--- src/rtl/scu_ram.sv ---
// generic single-write, single-read synchronous ram, registered read data
// no dependencies
module scu_ram #(
   parameter int WIDTH = 17,
   parameter int DEPTH = 64
) (
   input  logic                     clock,
   input  logic                     we,
   input  logic [$clog2(DEPTH)-1:0] waddr,
   input  logic [WIDTH-1:0]         wdata,
   input  logic                     re,
   input  logic [$clog2(DEPTH)-1:0] raddr,
   output logic [WIDTH-1:0]         rdata
);

   logic [WIDTH-1:0] mem [DEPTH];
   logic [WIDTH-1:0] rdata_ff;

   // write port
   always_ff @(posedge clock) begin
      if (we) begin
         mem[waddr] <= wdata;
      end
   end

   // read port, holds its data while not enabled
   always_ff @(posedge clock) begin
      if (re) begin
         rdata_ff <= mem[raddr];
      end
   end

   assign rdata = rdata_ff;

endmodule

--- config.mk ---
export PLATFORM = sky130hd
export DESIGN_NAME = scu_ram
export DESIGN_NICKNAME = d
export VERILOG_FILES = /design/src/rtl/scu_ram.sv
export SDC_FILE = /design/constraint.sdc
export NUM_CORES = 1
export LEC_CHECK = 0
export BUFFER_PORTS_ARGS = -buffer_cell sky130_fd_sc_hd__buf_2
export CORE_ASPECT_RATIO = 2
export CORE_MARGIN = 5
export CORE_UTILIZATION = 55
export DETAILED_ROUTE_END_ITERATION = 10
export GPL_ROUTABILITY_DRIVEN = 0
export PLACE_DENSITY = 0.71
export SYNTH_ARGS = -nofsm -noshare
export SYNTH_HDL_FRONTEND = slang
export SYNTH_SLANG_ARGS = --single-unit
--- constraint.sdc ---
create_clock -name clock -period 3 [get_ports clock]
set_input_delay 0.15 -clock clock [delete_from_list [all_inputs] [get_ports clock]]
set_output_delay 0.15 -clock clock [all_outputs]
set_load 0.02 [all_outputs]
# Yosys cells after proc, flatten, opt, wreduce, memory -nomap -nowiden
# Memories as Yosys holds them, arrays and structs flattened. A register that Yosys moved wholly into a read port is not among the register bits.
# Index checks and enable logic that the tools add are counted.
word_totals:
  regBits: 0
  ramBits: 1088
  in_bits: 32
  out_inout_bits: 17
  wordCells: 3
  n_memories: 1
classes:
  n_mux: 2
memory_table:
  columns: ["name", "words", "width", "read_ports", "rd_clocked_by_memory_dff", "wr", "line_no", "text"]
  rows:
  - ["mem", 64, 17, 1, 1, 1, "16", "logic [WIDTH-1:0] mem [DEPTH];"]
op_table:
  columns: ["op", "count"]
  rows:
  - ["1-bit two-way mux", 2]

# Longest topological paths before layout
depth:
  depth_word: 2
  depth_mapped: 9
  mapped_depth_nobuf: 5

# Least setup slack after synthesis
# No wires, ideal clock.
synth_path:
  path_kind: "in2reg"
  startpoint: "input waddr[3]"
  endpoint: "memory mem[48][0], enable pin"
  setup_time_ns: 0.412
  t_arrival_ns: 1.843
  t_required_ns: 2.588
  slack_ns: 0.745
  stages: 4
  path_buffers: 1
  cell_sequence: "clkbuf_1 nor2b_1 nand4b_1 nor3_1"
synth_lines:
  columns: ["element", "line_no", "text"]
  rows:
  - ["start, declared", "9", "input logic [$clog2(DEPTH)-1:0] waddr,"]
  - ["end, declared", "16", null]
# No word-level cell before the write port.

==> summary.txt <==
Clock network
  – Clock latency on the worst-skew pair: 0.66 ns
  – Clock transition at path regs: 0.07 ns
  – CTS Hold Bufs: 3
  – Post-CTS Setup Bufs: 0
  – H-Tree Depth: 3
  – Clock buffer depth: 3
  – Root Buffer: clkbuf_16
  – CTS tree: built
  – TritonCTS Sinks: 1105
  – PostCTS Resize Cnt: 0
  – CTS Buf Count: between 80 and 90

Timing
  – Least-Margin Pin Slew: 1.311 ns
  – RSZ-0062 raised after global routing: false
  – Worst clock skew: 0.02325 ns
  – Finish-stage setup viols: 0
  – Final hold slack: 0.04692 ns
  – Final Hold Viols: 0
  – Fmax: about 440 MHz
  – Slew HR: 12.59%
  – Min Tclk post-route: 2.250 ns
  – Tcrit/Tclk final: 75.00%
  – Pins Over Slew Limit: 0
  – Final setup TNS: 0 ns

Power and ir drop
  – Flop pwr share: 56.5%
  – Sw frac: 20.92%
  – Pwr/cell area: about 640 mW/mm²
  – Clock Power Share: a little under two fifths
  – Leakage: 15.26 nW
  – Power Internal: 24.02 mW
  – NetSw: around 6.4 mW
  – Peak supply drop: 0.0004361 V
  – Logic pwr share: about 5.7%

Yosys
  – Synth Flop Type: edfxtp_1
  – Yosys top cell area share: 78.05%
  – Register area share after synthesis: 78.05%
  – Synth unique cells: 37
  – EDFF count, synth: 1105
  – Commonest cells in the netlist: 1105 x edfxtp_1, 216 x mux4_2, 128 x mux2i_1, 99 x nor2_1, 63 x a22oi_1
  – Most common cell in the synthesized netlist: edfxtp_1
  – Area leader, netlist: edfxtp_1
  – Yosys warnings: 0
  – Yosys reg bits: 1105
  – Fraction of registers with async set/reset: 0%
  – Post-synthesis cell count: 1953
  – Ranking of synthesized cells by area: edfxtp_1 78%, mux4_2 11%, mux2i_1 3.0%, a22oi_1 1.1%, a221oi_1 0.89%
  – Post-synth net total: 1985
  – Mapped cell area: approximately 0.043 mm²
  – Synth Area per Inst: 21.77 µm²

Worst setup path
  – Setup crit end kind: flip-flop
  – Crit path required time: between 3 and 4 ns
  – Critical path peak fanout: 29
  – Worst path max stage delay: 0.59 ns
  – Worst r2r src: mem[47][16]
  – R2R Setup Slk: 0.80 ns
  – Setup crit end: rdata[14]
  – CP startpoint: raddr[0]
  – R2R depth: 6
  – CP cell instances: buf_8, buf_4, nor2b_1, buf_4, a221oi_1, a221oi_1, a211oi_2
  – CP Launch Type: primary input
  – Crit Path Category: in2reg
  – CP arrival: 2.63 ns
  – Worst r2r dst: rdata[16]
  – Worst path slowest cell: a221oi_1

Die
  – Row cnt: 144
  – Die ar.: 0.08330 mm²
  – IO Count: 49
  – Die H: approximately 400 µm
  – DIE WIDTH: slightly above 200 µm
  – Core footprint: 0.07693 mm²
  – Initial core utilization: between 50 and 60%

Global route
  – Initial antenna violation count: 10
  – Grt ovf: 0
  – Gr usage total: 26.05%
  – Vias in the first global route: 21639
  – Largest net degree at the start of global routing: 65
  – Global-route wire length before repair: 153.4 mm

Detailed routing
  – Initial drt markers: 1961
  – Total Wirelength: between 100 and 150 mm
  – Vias per cell: ~6.4
  – DRC: 0
  – DR pass1 iterations: 5
  – Via count: 20755
  – Routed len/inst: 32.76 µm
  – Post-route ant nets: 0

Layout
  – Fin area: 0.04765 mm²
  – Area grow syn2layout: 12.08%
  – # fillers: 5189
  – Share of post-route cells with drive strength above 1: 26.66%
  – Final Net Count: 2184

Worst hold path
  – Worst min-delay path category: in2reg

Run
  – Max-Cap Viols: 0

Placed design
  – PortBufs: 48
  – Area after DPL: approximately 0.045 mm²
  – Hpwl dp: just under 70 mm

Run status
  – Status: complete, no violations
## worst max-delay path: cells and delay by family
kind	cells	cell delay, ns
buffers and inverters	3	1.09
AO/OA/AOI/OAI	3	0.79
AND/OR/NAND/NOR	1	0.57
## kinds of logic after synthesis
logic type	count (synthesis)	synth area share, %
AOI/OAI and AO/OA	165	3.084
and+or+nand+nor	213	2.419
buffers and inverters	114	1.675
muxes	356	14.77
DFF	1105	78.05
## how the worst min path moves through the flow
stage	slack, ns	start	end	cells past startpoint
finish	0.05	wdata[0]	mem[0][0]	1
global route	0.05	wdata[0]	mem[0][0]	1
CTS	0.007	wdata[0]	mem[0][0]	1
detailed placement	0.63	wdata[9]	mem[35][9]	1
global placement	0.60	wdata[9]	mem[38][9]	1
floorplan	0.25	wdata[0]	mem[0][0]	0
## routing by layer
layer,part of all wire (%),global-route usage [%],vias up
li1,-,-,8613
met1,33,30.28,10944
met2,52,43.89,913
met3,6.2,3.997,279
met4,9.1,18.53,6
met5,0.039,0,-
## layout make-up
| cell class | count | area, µm² | share of cell area, % |
|---|---|---|---|
| repair buffers | 226 | 1732 | 3.634 |
| clock inverters | 48 | 503.0 | 1.056 |
| well taps | 1022 | 1279 | 2.684 |
| flip-flops and latches | 1105 | 33180 | 69.64 |
| inverters | 1 | 3.754 | 0.007878 |
| clock buffers | 103 | 2280 | 4.784 |
| diodes | 7 | 17.52 | 0.03676 |
| multi-input cells | 734 | 8653 | 18.16 |
## power groups by stage
stage | registers (mW) | logic [mW] | clock network [mW]
6_report | 17.2 | 1.73 | 11.5
5_1_grt | 17.2 | 1.82 | 12.2
4_1_cts | 17.2 | 1.75 | 11.6
3_5_place_dp | 17.5 | 1.74 | 0
3_3_place_gp | 17.5 | 1.70 | 0
2_1_floorplan | 17.5 | 0.869 | 0
## metrics by stage
step                std cells  setup slack, ns  util [%]  power (mW)
CTS                      3239           0.7460     61.91       30.53
finish                   3246           0.7500     61.94       30.37
global route             3240           0.6347     61.92       31.21
global placement         3085          0.06560     58.26       19.19
detailed placement       3085          0.08134     58.26       19.24
floorplan                1953           0.7449         -       18.37
## cell usage in the layout, fill, tap and decap left out, types with 3 or more instances in the layout
cell type / instances
nor2b_1: 24
clkinv_2: 14
nand3_1: 17
mux2i_1: 128
and4_1: 10
buf_2: 45
o221ai_1: 11
nand4_1: 4
nand2b_1: 3
a22oi_1: 63
and3_1: 15
clkinvlp_4: 10
clkinv_1: 13
dlygate4sd3_1: 3
a21oi_1: 12
clkbuf_1: 14
bufinv_16: 10
mux2_2: 12
clkbuf_16: 89
a311oi_1: 4
buf_4: 166
diode_2: 7
buf_12: 10
edfxtp_1: 1105
a22o_1: 4
a221oi_1: 43
nor2_2: 8
nor4_1: 4
nand2_1: 25
a211oi_1: 23
mux4_2: 216
nor2_1: 91
## flip-flops by register name (all words and copies together) (netlist names)
| signal | flops |
|---|---|
| mem | 1088 |
| rdata | 17 |
Note: power is estimated with default switching activity, not from simulation.
